[src/rtl/hst_pkg.sv]
// Shared types and constants for the hashed symbol table.
`default_nettype none

package hst_pkg;

    localparam int CAPACITY_DEF   = 256;
    localparam int ENTRY_BITS_DEF = 64;
    localparam int KEY_BITS       = 64;
    localparam int IDX_OUT_BITS   = 8;
    localparam int DATA_OUT_BITS  = 64;

    typedef enum logic [1:0] {
        CMD_INSERT = 2'd0,
        CMD_FIND   = 2'd1,
        CMD_READ   = 2'd2,
        CMD_CLEAR  = 2'd3
    } cmd_t;

    typedef enum logic [1:0] {
        STAT_OK        = 2'd0,
        STAT_NOT_FOUND = 2'd1,
        STAT_FULL      = 2'd2,
        STAT_RANGE     = 2'd3
    } status_t;

    typedef enum logic {
        S_IDLE = 1'b0,
        S_RUN  = 1'b1
    } state_t;

    // Control part of the token that walks down the cell row.
    typedef struct packed {
        logic valid;
        cmd_t op;
        logic hit;
    } tok_t;

endpackage

`default_nettype wire

[src/rtl/hst_cell.sv]
// One table slot: stores a hash and an entry word and acts on the passing token.
`default_nettype none

module hst_cell
    import hst_pkg::*;
#(
    parameter int CAPACITY   = CAPACITY_DEF,
    parameter int ENTRY_BITS = ENTRY_BITS_DEF,
    parameter int CELL_IDX   = 0,
    localparam int IDX_W     = $clog2(CAPACITY),
    localparam int CNT_W     = $clog2(CAPACITY + 1)
)
(
    input  wire logic                  clk,
    input  wire logic                  rst_n,
    input  wire logic [CNT_W-1:0]      count,
    input  wire tok_t                  tok_in,
    input  wire logic [KEY_BITS-1:0]   key_in,
    input  wire logic [ENTRY_BITS-1:0] data_in,
    input  wire logic [IDX_W-1:0]      idx_in,
    output tok_t                       tok_out,
    output logic [KEY_BITS-1:0]        key_out,
    output logic [ENTRY_BITS-1:0]      data_out,
    output logic [IDX_W-1:0]           idx_out
);

    localparam logic [IDX_W-1:0] MY_IDX = IDX_W'(CELL_IDX);
    localparam logic [CNT_W-1:0] MY_CNT = CNT_W'(CELL_IDX);

    tok_t                  tok_reg;
    tok_t                  tok_next;
    logic [KEY_BITS-1:0]   key_reg;
    logic [ENTRY_BITS-1:0] data_reg;
    logic [ENTRY_BITS-1:0] data_next;
    logic [IDX_W-1:0]      idx_reg;
    logic [IDX_W-1:0]      idx_next;
    logic [KEY_BITS-1:0]   hash_reg;
    logic [ENTRY_BITS-1:0] ent_reg;

    logic addr_hit;
    logic do_write;
    logic do_read;
    logic match;

    assign addr_hit = (idx_in == MY_IDX);
    assign do_write = tok_in.valid && (tok_in.op == CMD_INSERT) && addr_hit;
    assign do_read  = tok_in.valid && (tok_in.op == CMD_READ) && addr_hit;
    // Only slots below the fill count take part in a search.
    assign match    = tok_in.valid && (tok_in.op == CMD_FIND) && !tok_in.hit
                      && (MY_CNT < count) && (hash_reg == key_in);

    always_comb
    begin
        tok_next     = tok_in;
        tok_next.hit = tok_in.hit | match;
        data_next    = do_read ? ent_reg : data_in;
        idx_next     = match ? MY_IDX : idx_in;
    end

    always_ff @(posedge clk or negedge rst_n)
    begin
        if (!rst_n)
        begin
            tok_reg <= '0;
        end
        else
        begin
            tok_reg <= tok_next;
        end
    end

    always_ff @(posedge clk)
    begin
        key_reg  <= key_in;
        data_reg <= data_next;
        idx_reg  <= idx_next;
    end

    always_ff @(posedge clk)
    begin
        if (do_write)
        begin
            hash_reg <= key_in;
            ent_reg  <= data_in;
        end
    end

    assign tok_out  = tok_reg;
    assign key_out  = key_reg;
    assign data_out = data_reg;
    assign idx_out  = idx_reg;

endmodule

`default_nettype wire

[config.mk]
export PLATFORM = sky130hd
export DESIGN_NAME = hst_cell
export DESIGN_NICKNAME = d
export VERILOG_FILES = /design/src/rtl/hst_pkg.sv /design/src/rtl/hst_cell.sv
export SDC_FILE = /design/constraint.sdc
export NUM_CORES = 1
export LEC_CHECK = 0
export BUFFER_PORTS_ARGS = -buffer_cell sky130_fd_sc_hd__buf_2
export CAP_MARGIN = 20
export CELL_PAD_IN_SITES_DETAIL_PLACEMENT = 1
export CELL_PAD_IN_SITES_GLOBAL_PLACEMENT = 1
export CORE_MARGIN = 3
export CORE_UTILIZATION = 44
export CTS_CLUSTER_SIZE = 30
export DETAILED_ROUTE_END_ITERATION = 7
export GPL_ROUTABILITY_DRIVEN = 0
export GPL_TIMING_DRIVEN = 1
export HOLD_SLACK_MARGIN = 0.1
export PLACE_DENSITY = 0.84
export SETUP_SLACK_MARGIN = 0.15
export SYNTH_ARGS = -nofsm -noshare
export SYNTH_HDL_FRONTEND = slang
export SYNTH_SLANG_ARGS = --single-unit
[constraint.sdc]
create_clock -name clk -period 4 [get_ports clk]
set_input_delay 0.8 -clock clk [delete_from_list [all_inputs] [get_ports clk]]
set_output_delay 0.8 -clock clk [all_outputs]
set_load 0.02 [all_outputs]
==> flow_summary.yaml, run 1 <==
floorplan:
  core_sq_um: 18890
  num_io_pins: 291
  die-height_microns: 145.3
  row_count: 50
  start_util_pct: 45.17
  die_area_sq_um: 21100
  die_x_microns: 145.3
layout:
  final_common_cell: "buf_2"
  area_growth_pct: 31.96
  drive_above_1_share_pct: 52.04
  final_cell_mix: "buf_2 (290), dfxtp_1 (136), edfxtp_1 (128)"
  antenna_cells: 0
  fin_nets: 915
cts:
  clock_path_buffers: 3
  cts.hold.buffers_added: 1
  clk_pin_slew_ns: 0.06
  cts.repair.resized: 0
  clock_latency_ns: 0.51
  cts_root_buf: "clkbuf_16"
  cts_made_buffers: 27
  cts_tree: "yes"
  h-tree-depth: 1
  cts.sinks: 268
  post-cts-setup-buffer-count: 0
logic_synthesis:
  yosysWarnings: 0
  synth-seq-cells: 268
  synth_nets: 595
  synth_area_per_cell_sq_um: 19.22
  ys_seq_area_share_pct: 78.12
  synth_area_sq_um: 8533
  synth_mux_area_share_pct: 11.09
  ys_types: 20
  synthAdderAreaFrac_pct: 0
  synth-xor-area-share_pct: 6.569
  yosys.area_share.simple_pct: 2.639
  synth_compound_area_share_pct: 0.7918
  synth_top_family_by_area: "multiplexers"
  netlist_instances: 444
drt:
  drtPass1Iterations: 4
  drc: 0
  vias_per_cell: 4.717
  finalWirelength_microns: 21070
  vias: 4925
  wire_per_inst_microns: 20.18
  drtIter0Drc: 212
  drtAntennaViolNets: 0
worst_setup_path:
  r2r_setup_slack_ns: 1.59
  arrival_ns: 2.80
  cp_slowest_cell: "and3b_4"
  crit-reg2reg-capture: "idx_out[2]"
  cp.depth: 6
  cp_data_required_time_ns: 4.20
  crit_path_max_fanout: 43
  path_class: "input port to flop"
  start_kind: "input port"
  r2r-start: "hash_reg[24]"
  path_delay_family: "simple AND/OR/NAND/NOR gates"
  endpoint_kind: "flop"
  cp_num_buf_inv: 2
  critPathMaxStageDelay_ns: 0.74
  r2r_cells: 5
  crit_chain: "buf_2, nor4_1, nand2_1, nor4_2, and3b_4, buf_12"
power_and_ir_drop:
  p_per_area_nw_per_um2: 525.7
  power_mw: 5.920
  leakage_nw: 4.903
  worst_ir_drop_vdd_uv: 385.1
job:
  max_cap_viol_count: 0
placed_design:
  hpwl_microns: 15130
  port_buffers: 290
  pre_cts_ws_ns: 0.9578
global_routing:
  first_global_vias: 5620
  grtUsageTotal_pct: 19.48
  antenna_found_initial: 0
  grt_pass1_wl_microns: 32450
  gr-total-overflow: 0
  grt_start_max_net_pins: 65
timing:
  worst_pin_slew_ns: 0.9679
  slew_viol_final: 0
  period_minus_slack_ns: 2.598
  finalClockSkew_ns: 0.01223
  rsz0062_at_grt: "false"
  hold_viol_final: 0
  finalCritPeriodShare_pct: 64.94
  setup_viol: 0
  fmax_mhz: 384.9
  finalSetupTns_ns: 0
  slew_headroom_pct: 34.97
  setup_slack_ns: 1.402
  whs_ns: 0.4243
min_path:
  hold_end: "key_out[62]"
  hold_path_class: "input port to flop"
  min_from: "key_in[62]"
  hold_depth: 1
status:
  status: "complete, no violations"
-- worst reg2reg max path: stages (launching register included) --
cell and delay (ns):
edfxtp_1 0.42, xor2_1 0.18, nor4_1 0.35, nand4_1 0.21
nor3_1 0.83, a21boi_0 0.25
-- cells by family (layout without fill, tap and decap cells) --
kind of cell	Yosys count	after routing
AOI/OAI and AO/OA	9	9
DFF	268	268
muxes	64	64
xor gates and xnor gates	64	64
buffers and inverters	6	346
and+or+nand+nor	33	33
-- power by group --
group	internal [mW]	total, mW	switching (mW)
Combinational	0.162	0.388	0.226
Sequential	2.95	2.97	0.0227
Clock	1.55	2.56	1.01
-- per-stage QoR --
step / instance area, sq um / utilization [%] / cells
after global routing: 11260 / 59.60 / 1044
final: 11260 / 59.60 / 1044
after floorplan: 8533 / - / 444
after CTS: 11230 / 59.46 / 1043
after global placement: 10310 / 54.56 / 993
after detailed placement: 10310 / 54.56 / 993
-- cell type report --
cell class | instances | area, sq um
fillers | 1854 | 7632
flip-flops and latches | 268 | 6666
multi-input cells | 170 | 1802
repair buffers | 297 | 1551
clock buffers | 33 | 729.5
well taps | 260 | 325.3
clock inverters | 16 | 186.4
-- synth_stat cells --
library cell  number  area, sq um
nand3_4            1        17.52
mux2_4            60        900.9
nor4_1            16        100.1
nor4_2             2        25.02
nor2_1             2        7.510
xnor2_1            3        26.28
edfxtp_1         128         3844
a21o_1             1        7.510
nor4bb_1           1        10.01
buf_6              6        67.56
dfxtp_1          136         2723
dfrtp_1            4        100.1
a21boi_0           8        60.06
mux2_2             4        45.04
and3b_2            1        10.01
nand3_1            1        5.000
nand2_1            1        3.750
nand4_1            5        31.28
xor2_1            61        534.3
nor3_1             3        15.01
-- layer usage --
layer	part of all wire [%]	global-route usage, %	vias to the layer above
li1	-	-	2253
met1	38	22.38	2414
met2	53	36.39	223
met3	6.7	4.466	35
met4	2.3	5.223	0
met5	0	0	-
-- worst max-delay path by stage --
| stage | start | slack, ns | endpoint |
|---|---|---|---|
| 6_report | idx_in[4] | 1.40 | hash_reg[62] |
| 5_1_grt | idx_in[4] | 1.25 | hash_reg[5] |
| 4_1_cts | idx_in[4] | 1.41 | hash_reg[2] |
| 3_5_place_dp | idx_in[4] | 0.96 | hash_reg[2] |
| 3_3_place_gp | idx_in[4] | 1.04 | hash_reg[46] |
| 2_1_floorplan | idx_in[4] | 0.48 | ent_reg[0] |
Note: power is estimated with default switching activity, not from simulation.
==> run 2: changes to the inputs <==
Settings changed: CORE_UTILIZATION 44 to 41, PLACE_DENSITY 0.84 to 0.79.
Clock period 4 ns to 2.4 ns, I/O delays scaled along.
==> run 2 against run 1 <==
Net effect: critical path depth grew 2; non-clock buffer count grew 61; register-to-register slack lost 1.1 ns; sequential share of layout area shrank 3.1 points; clock skew grew 0.0044 ns; highest routed layer unchanged.
==> flow_summary.yaml, run 2 (synthesized netlist as in run 1, its figures left out) <==
worst_setup_path:
  critPathMaxStageDelay_ns: 0.54
  start_kind: "input port"
  arrival_ns: 2.46
  crit_path_max_fanout: 9
  r2r_cells: 6
  endpoint_kind: "flop"
  path_class: "input port to flop"
  crit_chain: "dlygate4sd3_1, buf_2, xor2_1, nor4_1, nand4_1, nor3_2, buf_4, a21boi_0"
  cp_slowest_cell: "dlygate4sd3_1"
  cp_data_required_time_ns: 2.78
global_routing:
  gr-total-overflow: 0
  grtUsageTotal_pct: 18.80
  grt_start_max_net_pins: 65
  antenna_found_initial: 1
  grt_pass1_wl_microns: 32480
  first_global_vias: 5856
min_path:
  hold_depth: 1
  hold_path_class: "input port to flop"
floorplan:
  die-height_microns: 150.3
  start_util_pct: 41.90
  die_x_microns: 150.3
  num_io_pins: 291
  row_count: 52
  core_sq_um: 20360
  die_area_sq_um: 22580
placed_design:
  port_buffers: 290
  placed_area_sq_um: 10370
  hpwl_microns: 14740
timing:
  setup_viol: 0
  rsz0062_at_grt: "false"
  slew_headroom_pct: 61.64
  fmax_mhz: 481.9
  finalClockSkew_ns: 0.01667
  finalCritPeriodShare_pct: 86.47
  worst_pin_slew_ns: 0.5701
  slew_viol_final: 0
  period_minus_slack_ns: 2.075
  hold_viol_final: 0
cts:
  cts_tree: "yes"
  clk_pin_slew_ns: 0.07
  clock_path_buffers: 3
  cts_made_buffers: 27
  h-tree-depth: 1
  clock_latency_ns: 0.53
  cts_root_buf: "clkbuf_16"
  cts.sinks: 268
power_and_ir_drop:
  p_per_area_nw_per_um2: 824.5
  worst_ir_drop_vdd_uv: 676.3
  leakage_nw: 5.163
  power_mw: 9.802
drt:
  finalWirelength_microns: 22240
  vias_per_cell: 4.667
  wire_per_inst_microns: 19.91
  drtIter0Drc: 149
  drc: 0
  drtAntennaViolNets: 0
  vias: 5213
  drtPass1Iterations: 4
layout:
  area_growth_pct: 39.33
  final_cell_mix: "buf_2 (290), dfxtp_1 (136), edfxtp_1 (128)"
  fin_nets: 976
  drive_above_1_share_pct: 49.29
  final_common_cell: "buf_2"
  stdcell_area_sq_um: 11890
status:
  status: "complete, no violations"
job:
  max_cap_viol_count: 0
run 2: cell count changes in the layout (fill, tap and decap cells not counted), sizes merged:
cell / delta
dlygate4sd3: +60
buf: +1
bufinv: -4
inv: +4
diode: +1
clkinv: +1
run 2: final timing paths:
path	start	to	slack, ns
max	key_in[47]	idx_out[7]	0.32
min	key_in[12]	key_out[12]	0.12
max reg2reg	hash_reg[29]	idx_out[7]	0.48
min reg2reg	ent_reg[25]	data_out[25]	0.47
max in group asynchronous	rst_n	tok_out[2]	1.95
min in group asynchronous	rst_n	tok_out[0]	0.32
run 2: repair_timing:
action / CTS / global route
setup buffers: 0 / 0
hold endpoints to repair: 64 / 0
hold buffers: 61 / 0
endpoints found under the setup margin: 0 / 3
gates resized for setup: 0 / 2
run 2: area by class of cell:
cell class,instances,area (sq um)
Fill cell,1964,8476
Clock buffer,33,793.3
Antenna cell,1,2.502
Sequential cell,268,6666
Clock inverter,17,100.1
Multi-Input combinational cell,170,1837
Tap cell,270,337.8
Timing Repair Buffer,358,2152
run 2: layer usage:
| layer | up-vias | GRT usage, % | routed length, microns |
|---|---|---|---|
| li1 | 2387 | - | - |
| met1 | 2569 | 20.07 | 7927 |
| met2 | 217 | 36.35 | 12220 |
| met3 | 40 | 4.395 | 1604 |
| met4 | 0 | 5.718 | 493 |
| met5 | - | 0 | 0 |
run 2: critical path: cells and delay by family:
family,cells,cell delay [ns]
buffers and inverters,3,0.88
AND/OR/NAND/NOR,3,0.77
XOR/XNOR,1,0.16
AO/OA/AOI/OAI,1,0.16
run 2: report_power, final:
part	internal, mW	switching [mW]	leakage [nW]
logic	0.335	0.393	2.36
registers	4.91	0.0389	2.34
clock network	2.37	1.76	0.456
run 2: stage by stage:
step	utilization [%]	setup TNS, ns	std cells	hold WS (ns)	setup WS, ns
after floorplan	-	-31.76	444	0.1844	-0.2481
after global placement	50.93	0	1005	0.3070	0.1837
after detailed placement	50.93	0	1005	0.3035	0.1380
after CTS	58.31	0	1116	0.1003	0.2244
after global routing	58.38	0	1117	0.1025	0.1974
final	58.38	0	1117	0.1239	0.3248
==> run 3: changes to the inputs <==
Settings changed: SKIP_CTS_REPAIR_TIMING from default to 1.
Clock period 2.4 ns to 2 ns, I/O delays scaled along.
==> run 3 against run 2 <==
Net effect: clock power is 19% higher; global-route usage fell by 1.8 points; cell area up 7.4%; die area stayed put; wire length increased by 14%; critical endpoint is now idx_out[0].
==> flow_summary.yaml, run 3 (synthesized netlist as in run 1, its figures left out) <==
drt:
  drc: 0
  finalWirelength_microns: 25460
  drtPass1Iterations: 4
  vias_per_cell: 4.707
  drtIter0Drc: 171
  wire_per_inst_microns: 21.08
  drtAntennaViolNets: 0
  vias: 5686
worst_setup_path:
  crit_path_max_fanout: 9
  arrival_ns: 2.22
  r2r_setup_slack_ns: 0.15
  path_class: "flop to flop"
  cp_data_required_time_ns: 2.37
  start_kind: "flop"
  endpoint_kind: "flop"
job:
  max_cap_viol_count: 0
global_routing:
  grt_pass1_wl_microns: 29900
  gr-total-overflow: 0
  antenna_found_initial: 1
  grt_start_max_net_pins: 65
  grtUsageTotal_pct: 16.99
  first_global_vias: 5505
floorplan:
  row_count: 52
  die_area_sq_um: 22580
  num_io_pins: 291
  die-height_microns: 150.3
  start_util_pct: 41.90
  die_x_microns: 150.3
  core_sq_um: 20360
layout:
  drive_above_1_share_pct: 44.60
  final_cell_mix: "buf_2 (290), dlygate4sd3_1 (140), dfxtp_1 (136)"
  stdcell_count: 1208
  multi_input_area_sq_um: 1832
  fin_nets: 1066
  final_common_cell: "buf_2"
  fillers: 1933
  seq_area_sq_um: 6666
  area_growth_pct: 49.63
cts:
  clk_pin_slew_ns: 0.06
  h-tree-depth: 1
  cts.sinks: 268
  clock_latency_ns: 0.51
  cts_root_buf: "clkbuf_16"
  cts_tree: "yes"
  clock_path_buffers: 3
  cts_made_buffers: 27
power_and_ir_drop:
  worst_ir_drop_vdd_uv: 561.0
  leakage_nw: 5.526
  p_per_area_nw_per_um2: 929.1
placed_design:
  pre_cts_ws_ns: -0.2774
  port_buffers: 290
  dp.cells: 1016
  hpwl_microns: 14910
timing:
  setup_slack_ns: 0.1494
  rsz0062_at_grt: "true"
  slew_viol_final: 0
  worst_pin_slew_ns: 0.5277
  finalCritPeriodShare_pct: 92.53
  fmax_mhz: 540.4
  period_minus_slack_ns: 1.851
  setup_viol: 0
  finalClockSkew_ns: 0.01796
  hold_viol_final: 0
  slew_headroom_pct: 64.82
min_path:
  hold_path_class: "input port to flop"
status:
  status: "complete, no violations"
## run 3: final cells by class
class / instances / area share (%)
clock buffer: 42 / 6.281
clock inverter: 7 / 0.4704
timing repair buffer: 448 / 23.99
multi-input combinational: 170 / 14.35
tap: 270 / 2.646
antenna: 3 / 0.05879
sequential: 268 / 52.21
## run 3: worst paths after layout
| check | endpoint | cells after the start | startpoint |
|---|---|---|---|
| setup / recovery | idx_out[0] | 6 | hash_reg[37] |
| hold / removal | hash_reg[45] | 1 | key_in[45] |
| setup reg to reg | idx_out[0] | 6 | hash_reg[37] |
| hold reg to reg | data_out[35] | 1 | ent_reg[35] |
| max in group asynchronous | tok_out[0] | 2 | rst_n |
| min in group asynchronous | tok_out[2] | 2 | rst_n |
## run 3: metrics by stage
| step | setup TNS, ns | instance area (sq um) | power, mW | hold slack, ns | util, % |
|---|---|---|---|---|---|
| 3_5_place_dp | -21.40 | 10490 | 6.827 | 0.2095 | 51.52 |
| 2_1_floorplan | -72.72 | 8559 | 6.394 | 0.1044 | - |
| 5_1_grt | 0 | 12760 | 12.30 | 0.1038 | 62.68 |
| 3_3_place_gp | -11.69 | 10490 | 6.791 | 0.2062 | 51.52 |
| 6_report | 0 | 12770 | 11.86 | 0.1166 | 62.70 |
| 4_1_cts | -0.3194 | 11350 | 11.70 | -0.3468 | 55.75 |
## run 3: routing by layer
| layer | vias up | global-route usage, % | wire length, microns |
|---|---|---|---|
| met2 | 229 | 31.85 | 14100 |
| met5 | - | 0 | 0 |
| li1 | 2570 | - | - |
| met3 | 51 | 4.636 | 1511 |
| met1 | 2836 | 19.12 | 9257 |
| met4 | 0 | 3.934 | 591 |
## run 3: critical path: stages (launching register included)
cell,delay (ns)
edfxtp_1,0.40
xor2_1,0.18
nor4_1,0.34
nand4_1,0.23
nor3_1,0.23
buf_4,0.20
a21boi_0,0.13
## run 3: power breakdown
part           internal, mW  total [mW]  switching (mW)
logic                 0.506        1.02           0.514
registers              5.89        5.94          0.0479
clock network          2.87        4.90            2.03
